### config.mk
export PLATFORM = sky130hd
export DESIGN_NAME = smootherstep_velocity_ramp
export DESIGN_NICKNAME = d
export VERILOG_FILES = /design/src/sv/svr_pkg.sv /design/src/sv/svr_ctrl.sv /design/src/sv/svr_datapath.sv /design/src/sv/smootherstep_velocity_ramp.sv
export SDC_FILE = /design/constraint.sdc
export NUM_CORES = 2
export LEC_CHECK = 0
export BUFFER_PORTS_ARGS = -buffer_cell sky130_fd_sc_hd__buf_4
export CORE_MARGIN = 4
export CORE_UTILIZATION = 50
export DETAILED_ROUTE_END_ITERATION = 8
export GPL_TIMING_DRIVEN = 0
export PLACE_DENSITY = 0.74
export SYNTH_ARGS = -nofsm -noshare
export SYNTH_HDL_FRONTEND = slang
export SYNTH_HIERARCHICAL = 1
export SYNTH_SLANG_ARGS = --single-unit
### constraint.sdc
create_clock -name clk -period 11.7 [get_ports clk]
set_input_delay 2.34 -clock clk [delete_from_list [all_inputs] [get_ports clk]]
set_output_delay 2.34 -clock clk [all_outputs]
set_load 0.005 [all_outputs]
### src/sv/svr_pkg.sv
package svr_pkg;

  localparam int VelocityFracBits = 16;
  localparam int EaseFracBits = 16;
  localparam int TimeBits = 24;
  localparam int DurBits = 24;
  localparam int TickBits = 16;
  localparam int VelBits = 32;
  localparam logic [DurBits-1:0] MinDurationReset = 24'd1000;
  localparam int DefaultDuration = 500000;

  typedef enum logic [2:0] {
    OP_TICK  = 3'd0,
    OP_ACCEL = 3'd1,
    OP_DECEL = 3'd2,
    OP_ESTOP = 3'd3,
    OP_RESET = 3'd4
  } op_t;

  typedef enum logic [1:0] {
    M_IDLE   = 2'd0,
    M_ACCEL  = 2'd1,
    M_CRUISE = 2'd2,
    M_DECEL  = 2'd3
  } mode_t;

  // datapath commands issued by the controller
  typedef struct packed {
    logic load;      // capture input transaction and decode
    logic div_start; // begin the progress divide
    logic div_step;  // one quotient bit
    logic mul_t2;    // t2 = t*t
    logic mul_t3;    // t3 = t2*t
    logic mul_in;    // inner polynomial
    logic mul_ez;    // ease = t3*inner
    logic mul_dv;    // delta = |diff|*ease
    logic finish;    // commit state and result
  } svr_cmd_t;

  typedef struct packed {
    logic ramp_tick; // decoded transaction is a tick in accel or decel
    logic div_done;
  } svr_sts_t;

endpackage

### src/sv/svr_ctrl.sv
module svr_ctrl (
  input  logic                clk,
  input  logic                rst,
  input  logic                in_fire,
  input  logic                out_busy,
  input  svr_pkg::svr_sts_t   sts,
  output svr_pkg::svr_cmd_t   cmd,
  output logic                idle
);

  typedef enum logic [8:0] {
    S_IDLE = 9'b000000001,
    S_DEC  = 9'b000000010,
    S_DIV  = 9'b000000100,
    S_T2   = 9'b000001000,
    S_T3   = 9'b000010000,
    S_IN   = 9'b000100000,
    S_EZ   = 9'b001000000,
    S_DV   = 9'b010000000,
    S_FIN  = 9'b100000000
  } state_t;

  state_t state, state_next;

  // sequencing of one transaction
  always_comb begin
    state_next = state;
    cmd = '0;
    case (state)
      S_IDLE: begin
        if (in_fire) begin
          cmd.load = 1'b1;
          state_next = S_DEC;
        end
      end
      S_DEC: begin
        if (sts.ramp_tick) begin
          cmd.div_start = 1'b1;
          state_next = S_DIV;
        end else begin
          state_next = S_FIN;
        end
      end
      S_DIV: begin
        cmd.div_step = 1'b1;
        if (sts.div_done) state_next = S_T2;
      end
      S_T2: begin
        cmd.mul_t2 = 1'b1;
        state_next = S_T3;
      end
      S_T3: begin
        cmd.mul_t3 = 1'b1;
        state_next = S_IN;
      end
      S_IN: begin
        cmd.mul_in = 1'b1;
        state_next = S_EZ;
      end
      S_EZ: begin
        cmd.mul_ez = 1'b1;
        state_next = S_DV;
      end
      S_DV: begin
        cmd.mul_dv = 1'b1;
        state_next = S_FIN;
      end
      S_FIN: begin
        if (!out_busy) begin
          cmd.finish = 1'b1;
          state_next = S_IDLE;
        end
      end
      default: state_next = S_IDLE;
    endcase
  end

  always_ff @(posedge clk) begin
    if (rst) state <= S_IDLE;
    else state <= state_next;
  end

  assign idle = (state == S_IDLE);

  assert property (@(posedge clk) disable iff (rst) $onehot(state))
    else $error("controller state not one-hot");
  assert property (@(posedge clk) disable iff (rst) cmd.finish |=> state == S_IDLE)
    else $error("finish did not return to idle");
  assert property (@(posedge clk) disable iff (rst) cmd.load |=> state == S_DEC)
    else $error("load did not enter decode");

endmodule

### src/sv/svr_datapath.sv
module svr_datapath #(
  parameter int VelocityFracBits = svr_pkg::VelocityFracBits,
  parameter int EaseFracBits = svr_pkg::EaseFracBits,
  parameter int TimeBits = svr_pkg::TimeBits
) (
  input  logic                            clk,
  input  logic                            rst,
  input  svr_pkg::svr_cmd_t               cmd,
  output svr_pkg::svr_sts_t               sts,
  input  logic [svr_pkg::DurBits-1:0]     min_duration_us,
  input  logic [2:0]                      opcode,
  input  logic signed [31:0]              target_velocity,
  input  logic [svr_pkg::DurBits-1:0]     ramp_duration_us,
  input  logic [svr_pkg::TickBits-1:0]    tick_us,
  output logic signed [31:0]              res_velocity,
  output logic [1:0]                      res_mode,
  output logic                            res_changed,
  output logic [1:0]                      res_prev,
  output logic                            res_latch
);

  localparam int EW = EaseFracBits + 2;          // ease/t width, holds 1.0
  localparam int DW = TimeBits + EaseFracBits;   // dividend width
  localparam int CW = $clog2(DW + 1);
  localparam logic [EW-1:0] EaseOne = EW'(1) << EaseFracBits;
  localparam logic [TimeBits-1:0] TimeMax = '1;
  localparam logic [TimeBits-1:0] DefDur =
    (svr_pkg::DefaultDuration > (2**TimeBits - 1)) ? TimeMax :
    TimeBits'(svr_pkg::DefaultDuration);
  localparam logic [63:0] ZeroLim = 64'(1) << VelocityFracBits;

  // architectural state
  logic signed [31:0] cur_vel, tgt_vel, origin_vel;
  logic [TimeBits-1:0] accel_dur, decel_dur, elapsed;
  svr_pkg::mode_t mode;
  logic latch;

  // captured transaction
  logic [2:0] op;
  logic signed [31:0] vin;
  logic [svr_pkg::DurBits-1:0] dur_in;
  logic [svr_pkg::TickBits-1:0] tick;

  // working registers
  logic [TimeBits-1:0] el_new, total;
  logic [DW-1:0] rem_q;    // dividend shifts out, quotient shifts in
  logic [TimeBits:0] rem;
  logic [CW-1:0] cnt;
  logic [EW-1:0] t, t2, t3, ez;
  logic [EW+3:0] inner;
  logic [32:0] mag;
  logic diff_neg;
  logic [32+EW-1:0] prod;

  function automatic logic near_zero(input logic signed [32:0] v);
    logic [32:0] m;
    m = v[32] ? 33'(-v) : v;
    return (64'(m) * 64'd1000000) < ZeroLim;
  endfunction

  // elapsed time update and divide inputs
  logic [TimeBits:0] el_sum;
  logic [TimeBits-1:0] el_min;
  assign el_sum = {1'b0, elapsed} + (TimeBits+1)'(tick);
  assign el_min = (el_new < total) ? el_new : total;

  logic [TimeBits:0] rem_sh, rem_sub;
  assign rem_sh = {rem[TimeBits-1:0], rem_q[DW-1]};
  assign rem_sub = rem_sh - {1'b0, total};

  assign sts = '{
    ramp_tick: (op == svr_pkg::OP_TICK) &&
               (mode == svr_pkg::M_ACCEL || mode == svr_pkg::M_DECEL),
    div_done:  (cnt == CW'(1))
  };

  // shared multiplier operands
  logic [32:0] ma;
  logic [EW+3:0] mb;
  logic [32+EW+3:0] mp;
  always_comb begin
    ma = '0;
    mb = '0;
    if (cmd.mul_t2) begin
      ma = 33'(t);  mb = (EW+4)'(t);
    end else if (cmd.mul_t3) begin
      ma = 33'(t2); mb = (EW+4)'(t);
    end else if (cmd.mul_ez) begin
      ma = 33'(t3); mb = inner;
    end else if (cmd.mul_dv) begin
      ma = mag;     mb = (EW+4)'(ez);
    end
  end
  assign mp = (32+EW+4)'(ma) * (32+EW+4)'(mb);

  // ease clamp and rounded interpolation
  logic [EW-1:0] ez_c;
  logic [32+EW+3:0] ezs;
  assign ezs = mp >> EaseFracBits;
  assign ez_c = (ezs > (32+EW+4)'(EaseOne)) ? EaseOne : ezs[EW-1:0];
  logic [32:0] q;
  assign q = 33'((prod + (32+EW)'(EaseOne >> 1)) >> EaseFracBits);
  logic signed [32:0] interp;
  assign interp = diff_neg ? (33'(origin_vel) - $signed(q)) : (33'(origin_vel) + $signed(q));

  logic signed [32:0] diff;
  assign diff = 33'(tgt_vel) - 33'(origin_vel);

  logic [TimeBits-1:0] dreq;
  always_comb begin
    logic [svr_pkg::DurBits-1:0] m;
    m = (dur_in > min_duration_us) ? dur_in : min_duration_us;
    if (TimeBits >= svr_pkg::DurBits) dreq = TimeBits'(m);
    else dreq = (m > svr_pkg::DurBits'(TimeMax)) ? TimeMax : TimeBits'(m);
  end

  always_ff @(posedge clk) begin
    if (rst) begin
      cur_vel <= '0; tgt_vel <= '0; origin_vel <= '0;
      accel_dur <= DefDur; decel_dur <= DefDur; elapsed <= '0;
      mode <= svr_pkg::M_IDLE; latch <= 1'b0; cnt <= '0;
    end else begin
      if (cmd.load) begin
        op <= opcode; vin <= target_velocity; dur_in <= ramp_duration_us; tick <= tick_us;
      end
      if (cmd.div_start) begin
        el_new <= el_sum[TimeBits] ? TimeMax : el_sum[TimeBits-1:0];
        total <= (mode == svr_pkg::M_ACCEL) ? accel_dur : decel_dur;
        cnt <= CW'(DW + 1);
        rem <= '0;
        diff_neg <= diff[32];
        mag <= diff[32] ? 33'(-diff) : diff;
      end
      // restoring divide, one bit per cycle; first step loads the dividend
      if (cmd.div_step) begin
        if (cnt == CW'(DW + 1)) begin
          rem_q <= {el_min, {EaseFracBits{1'b0}}};
        end else begin
          if (!rem_sub[TimeBits]) begin
            rem <= rem_sub;
            rem_q <= {rem_q[DW-2:0], 1'b1};
          end else begin
            rem <= rem_sh;
            rem_q <= {rem_q[DW-2:0], 1'b0};
          end
        end
        cnt <= cnt - CW'(1);
      end
      if (cmd.mul_t2) begin
        t2 <= EW'(mp >> EaseFracBits);
      end
      if (cmd.mul_t3) begin
        t3 <= EW'(mp >> EaseFracBits);
        inner <= '0;
      end
      if (cmd.mul_in) begin
        inner <= (EW+4)'(6) * (EW+4)'(t2) + (EW+4)'(10) * (EW+4)'(EaseOne)
                 - (EW+4)'(15) * (EW+4)'(t);
      end
      if (cmd.mul_ez) ez <= ez_c;
      if (cmd.mul_dv) prod <= (32+EW)'(mp);
      if (cmd.finish) begin
        res_prev <= mode;
        res_changed <= 1'b0;
        case (op)
          svr_pkg::OP_TICK: begin
            if (mode == svr_pkg::M_IDLE) begin
              cur_vel <= tgt_vel; res_velocity <= tgt_vel; res_mode <= mode;
            end else if (mode == svr_pkg::M_CRUISE) begin
              if (!near_zero(33'(cur_vel) - 33'(tgt_vel))) begin
                cur_vel <= tgt_vel; res_velocity <= tgt_vel;
              end else begin
                res_velocity <= cur_vel;
              end
              res_mode <= mode;
            end else begin
              elapsed <= el_new;
              if (total == '0 || el_new >= total) begin
                mode <= near_zero(33'(tgt_vel)) ? svr_pkg::M_IDLE : svr_pkg::M_CRUISE;
                res_mode <= near_zero(33'(tgt_vel)) ? svr_pkg::M_IDLE : svr_pkg::M_CRUISE;
                cur_vel <= tgt_vel; res_velocity <= tgt_vel;
              end else begin
                cur_vel <= interp[31:0]; res_velocity <= interp[31:0];
                res_mode <= mode;
              end
            end
          end
          svr_pkg::OP_ACCEL, svr_pkg::OP_DECEL: begin
            res_velocity <= cur_vel;
            if (!latch) begin
              tgt_vel <= vin;
              if (op == svr_pkg::OP_ACCEL) begin
                accel_dur <= dreq; mode <= svr_pkg::M_ACCEL; res_mode <= svr_pkg::M_ACCEL;
                res_changed <= (mode != svr_pkg::M_ACCEL);
              end else begin
                decel_dur <= dreq; mode <= svr_pkg::M_DECEL; res_mode <= svr_pkg::M_DECEL;
                res_changed <= (mode != svr_pkg::M_DECEL);
              end
              origin_vel <= cur_vel;
              elapsed <= '0;
            end else begin
              res_mode <= mode;
            end
          end
          svr_pkg::OP_ESTOP: begin
            mode <= svr_pkg::M_IDLE; res_mode <= svr_pkg::M_IDLE;
            cur_vel <= '0; tgt_vel <= '0; res_velocity <= '0;
            latch <= 1'b1; elapsed <= '0;
            res_changed <= (mode != svr_pkg::M_IDLE);
          end
          svr_pkg::OP_RESET: begin
            cur_vel <= vin; tgt_vel <= vin; res_velocity <= vin;
            origin_vel <= '0; accel_dur <= DefDur; decel_dur <= DefDur;
            elapsed <= '0; mode <= svr_pkg::M_IDLE; res_mode <= svr_pkg::M_IDLE;
            latch <= 1'b0;
          end
          default: begin
            res_velocity <= cur_vel; res_mode <= mode;
          end
        endcase
      end
    end
  end

  // latch value reported after the command
  always_ff @(posedge clk) begin
    if (cmd.finish) begin
      if (op == svr_pkg::OP_ESTOP) res_latch <= 1'b1;
      else if (op == svr_pkg::OP_RESET) res_latch <= 1'b0;
      else res_latch <= latch;
    end
  end

  // progress: quotient, or 1.0 for a zero duration
  always_comb begin
    if (total == '0) t = EaseOne;
    else t = EW'(rem_q);
  end

  assert property (@(posedge clk) disable iff (rst) cmd.mul_ez |=> ez <= EaseOne)
    else $error("ease above one");
  assert property (@(posedge clk) disable iff (rst)
    (cmd.div_step && cnt != CW'(DW + 1) && total != '0) |=> rem < {1'b0, total})
    else $error("divide remainder out of range");
  assert property (@(posedge clk) disable iff (rst)
    cmd.finish && op == svr_pkg::OP_ESTOP |=> latch && mode == svr_pkg::M_IDLE)
    else $error("emergency stop not latched");

endmodule

### src/sv/smootherstep_velocity_ramp.sv
// flow: a non-ramp command goes load, decode, finish; a ramp tick adds the bit-serial
//   progress divide and the t2, t3, inner, ease and delta multiply steps before finish
// throughput: one transaction at a time; next input accepted once the controller is back in
//   idle, as the result is registered; a pending result stalls only the last step
// reset: synchronous active-high rst; idle mode, zero velocities, 500000 us durations,
//   min_duration_us 1000, stop latch clear
module smootherstep_velocity_ramp #(
  parameter int VelocityFracBits = svr_pkg::VelocityFracBits,
  parameter int EaseFracBits = svr_pkg::EaseFracBits,
  parameter int TimeBits = svr_pkg::TimeBits
) (
  input  logic                          clk,
  input  logic                          rst,
  input  logic                          cfg_valid,
  output logic                          cfg_ready,
  input  logic [svr_pkg::DurBits-1:0]   cfg_data,
  input  logic                          in_valid,
  output logic                          in_ready,
  input  logic [2:0]                    opcode,
  input  logic signed [31:0]            target_velocity,
  input  logic [svr_pkg::DurBits-1:0]   ramp_duration_us,
  input  logic [svr_pkg::TickBits-1:0]  tick_us,
  output logic                          out_valid,
  input  logic                          out_ready,
  output logic signed [31:0]            velocity,
  output logic [1:0]                    mode,
  output logic                          mode_changed,
  output logic [1:0]                    previous_mode,
  output logic                          stopped_latched
);

  svr_pkg::svr_cmd_t cmd;
  svr_pkg::svr_sts_t sts;
  logic idle;
  logic [svr_pkg::DurBits-1:0] min_dur;

  // configuration register
  assign cfg_ready = 1'b1;
  always_ff @(posedge clk) begin
    if (rst) min_dur <= svr_pkg::MinDurationReset;
    else if (cfg_valid) min_dur <= cfg_data;
  end

  assign in_ready = idle;

  // output valid flag
  always_ff @(posedge clk) begin
    if (rst) out_valid <= 1'b0;
    else if (cmd.finish) out_valid <= 1'b1;
    else if (out_ready) out_valid <= 1'b0;
  end

  svr_ctrl u_ctrl (
    .clk(clk), .rst(rst), .in_fire(in_valid && in_ready),
    .out_busy(out_valid && !out_ready), .sts(sts), .cmd(cmd), .idle(idle)
  );

  svr_datapath #(
    .VelocityFracBits(VelocityFracBits), .EaseFracBits(EaseFracBits), .TimeBits(TimeBits)
  ) u_dp (
    .clk(clk), .rst(rst), .cmd(cmd), .sts(sts), .min_duration_us(min_dur),
    .opcode(opcode), .target_velocity(target_velocity),
    .ramp_duration_us(ramp_duration_us), .tick_us(tick_us),
    .res_velocity(velocity), .res_mode(mode), .res_changed(mode_changed),
    .res_prev(previous_mode), .res_latch(stopped_latched)
  );

endmodule

==> impl_results.md <==
- IO Port Bufs: 143
- PnR Total Power: 7.18 mW
- Antenna Nets Post-Route: 0
- CTS root buffer: clkbuf_16
- Post-synth EDFFs: 368
- Final worst path period share: 0.982
- Pre-antenna DRT Iters: 8
- Sequential share of power: 0.314
- CTS sink cnt: 579
- CTS tree: yes
- Final Hold Fails: 0
- Die Span Y: 396 um
- Largest net degree at the start of global routing: 36
- Via density: 5.87
- Worst path most repeated cell: inv_1
- Final Cell Area: 0.0840 mm^2
- Peak supply drop: 0.134 mV
- Hold WS: 454 ps
- Core area: 0.150 mm^2
- Total CTS buffers: 58
- Comb pwr share: 0.407
- Post-synthesis sequential area ratio: 0.203
- I/O pin count: 145
- Crit path kind: reg -> reg
- Setup TNS: 0 ps
- Reg area: 0.0153 mm^2
- Cell taking the most area after synthesis: fa_1
- Yosys warnings: 6
- Fill cells: 13.3k
- Fraction of registers with async set or reset after synthesis: 0
- First-pass GRT wire length: 377000 um
- Cell total after placement: 10.7k
- Vias in the first global route: 64.3k
- Startpoint types: flop
- Post-route DRC violation count: 0
- Dominant cells by area after synthesis: fa_1 (25%), edfxtp_1 (15%), ha_1 (12%)
- Hold Crit Class: reg -> reg
- Mapped Avg Cell Area: 8.90 um^2
- Data arrival time of the worst path: 11810 ps
- Psw: 2.70 mW
- Final setup fails: 0
- Crit-path max cell delay: 1010 ps
- Synth Register Bits: 579
- Crit-path max FO: 10
- Share of the synthesized area in the top cell type: 0.246
- Clock-pin slew on the worst setup and hold paths: 70 ps
- DR vias: 63.9k
- Synth cell types: 101
- Die X: 396 um
- Gr usage total: 0.310
- Routed wire length: 247000 um
- Clock period minus worst slack: 11480 ps
- Antenna violations before repair: 7
- Worst-Margin Slew: 1360 ps
- MaxCap Viol Count: 0
- Iter 0 DRT Violations: 5995
- Final cell count without fillers: 10.9k
- Routed WL per cell: 22.7 um
- Clock network latency to the later pin of the worst-skew pair: 680 ps
- Die Area: 0.157 mm^2
- Area grow syn2layout: 11.4%
- Final HPWL DP: 201000 um
- GP Congestion: 1.01
- Status: complete, no violations
- Dominant synthesized flop cell: edfxtp_1
- Clock share of power: 0.279
- Slew HR: 0.0812
- Mapped Area: 0.0754 mm^2
- Sw Ratio: 0.376
- Crit path required time: 12020 ps
- Final net count: 10.6k
- Max-slew violations: 0
- Power Density: 85.5 mW/mm^2
- Cell row count: 142
- Clock buffer depth: 3
- Clock skew: 41.7 ps
- Cell count after synthesis: 8467
- Slowest CP cell: xnor2_1
- Cell area after placement: 0.0794 mm^2
- FMAX: 87.1 MHz
- Pleak: 37.7 nW
- Cell-internal power: 4.48 mW
- CP Capture Type: flop
- H-tree levels: 2
- Global route total overflow: 0
- Starting Density: 0.503
- Area of the multi-input gates: 0.0555 mm^2
- Share of cells above drive strength 1: 0.0899
[cell usage after synthesis, types with 14 or more instances]
library cell,instances
o21a_1,32
nand2_1,1029
or2_2,29
a31oi_1,81
dfxtp_1,211
o31a_1,14
nand4_1,52
a211oi_1,43
fa_1,927
and3_1,55
a21oi_1,547
nor2b_1,92
clkbuf_1,292
o2111ai_1,17
edfxtp_1,368
mux2i_1,72
xnor2_1,267
a211o_1,26
a221o_1,23
o21ai_0,286
o211ai_1,69
nor3b_1,19
and2_1,116
nand3b_1,32
o221ai_1,16
ha_1,723
o31ai_1,40
a21o_1,132
mux2_2,43
nand3_1,209
or3_1,45
nor4_1,36
nand2b_1,66
a221oi_1,23
buf_1,27
a21boi_0,25
inv_1,1321
o21ai_1,14
xor2_1,133
a22oi_1,18
o21bai_1,46
nor2_1,554
nor3_1,86
[cells in the final DEF (no fill, tap or decap), types with 44 or more instances in the layout]
master / count
nor2b_1: 86
xnor2_1: 242
mux2i_1: 72
a21o_1: 131
fa_1: 926
nor2_1: 548
buf_4: 251
a21oi_1: 506
conb_1: 69
nand3_1: 206
nand4_1: 52
nand2_1: 1021
clkbuf_1: 198
and3_1: 55
o211ai_1: 69
dfxtp_1: 187
o21bai_1: 44
nor3_1: 81
o21ai_0: 266
xor2_1: 122
a31oi_1: 70
or3_1: 44
and2_1: 115
ha_1: 712
clkbuf_16: 61
inv_1: 1317
nand2b_1: 66
edfxtp_1: 368
[worst paths after layout]
path | startpoint | to | slack [ps] | cells after the start
max | u_dp/tgt_vel[17]$_SDFFE_PP0P_ | u_dp/res_velocity[16]$_DFFE_PP_ | 220 | 41
min | u_dp/accel_dur[4]$_SDFFE_PP0P_ | u_dp/accel_dur[4]$_SDFFE_PP0P_ | 450 | 2
max reg2reg | u_dp/tgt_vel[17]$_SDFFE_PP0P_ | u_dp/res_velocity[16]$_DFFE_PP_ | 220 | 41
min reg2reg | u_dp/accel_dur[4]$_SDFFE_PP0P_ | u_dp/accel_dur[4]$_SDFFE_PP0P_ | 450 | 2
[power groups by stage]
stage	sequential (mW)	clock [mW]	combinational, mW
6_report	2.25	2.01	2.92
5_1_grt	2.26	2.11	3.26
4_1_cts	2.25	2.03	2.77
3_5_place_dp	2.30	0	2.60
3_3_place_gp	2.30	0	2.55
2_1_floorplan	2.29	0	1.89
[through the flow]
step            util  setup WS (ps)
3_5_place_dp   0.530          -3940
6_report       0.561            216
3_3_place_gp   0.529          -3830
5_1_grt        0.561           -144
4_1_cts        0.552           2.14
2_1_floorplan      -           1090
[routing by layer]
metal,up-vias,track usage,wire length (um)
met2,2973,0.502,113000
met3,596,0.0633,23700
met5,-,0,68
li1,28803,-,-
met4,10,0.124,12500
met1,31528,0.407,98000
[cells by family after synthesis]
| group | Yosys count | synth area share |
|---|---|---|
| mux | 115 | 0.0160 |
| other cells | 3 | 0.000149 |
| simple gates | 2493 | 0.153 |
| fa+ha+maj | 1651 | 0.366 |
| flops | 579 | 0.203 |
| buf+inv | 1659 | 0.0835 |
| xor+xnor | 400 | 0.0465 |
| compound gates | 1567 | 0.132 |
[worst max-delay path, delay by kind of cell (launching register included)]
kind,cells,cell delay [ps]
xor+xnor,2,1230
buf+inv,10,1390
flops,1,450
fa+ha+maj,8,3650
compound gates,13,2740
simple gates,8,1640
[what timing repair did]
action	in CTS	in global routing
hold buffers	0	0
pin swaps	16	41
cloned	0	0
endpoints found under the setup margin	147	84
gates resized for setup	267	297
buffers inserted	39	56
[sequential cells by signal, summed over array words and instances, names as in the netlist, 32 cells and up]
| signal | flops |
|---|---|
| u_dp/res_velocity | 32 |
| u_dp/origin_vel | 32 |
| u_dp/rem_q | 40 |
| u_dp/tgt_vel | 32 |
| u_dp/mag | 33 |
| u_dp/prod | 33 |
| u_dp/cur_vel | 32 |
| u_dp/vin | 32 |
[cell type report]
class,instances,area share
Antenna cell,2,0.0000596
Clock inverter,28,0.00416
Clock buffer,81,0.0199
Buffer,318,0.0186
Inverter,1324,0.0592
Sequential cell,579,0.183
Multi-Input combinational cell,6295,0.661
Timing Repair Buffer,248,0.0240
Tap cell,2016,0.0300
(Power assumes the default switching activity.)
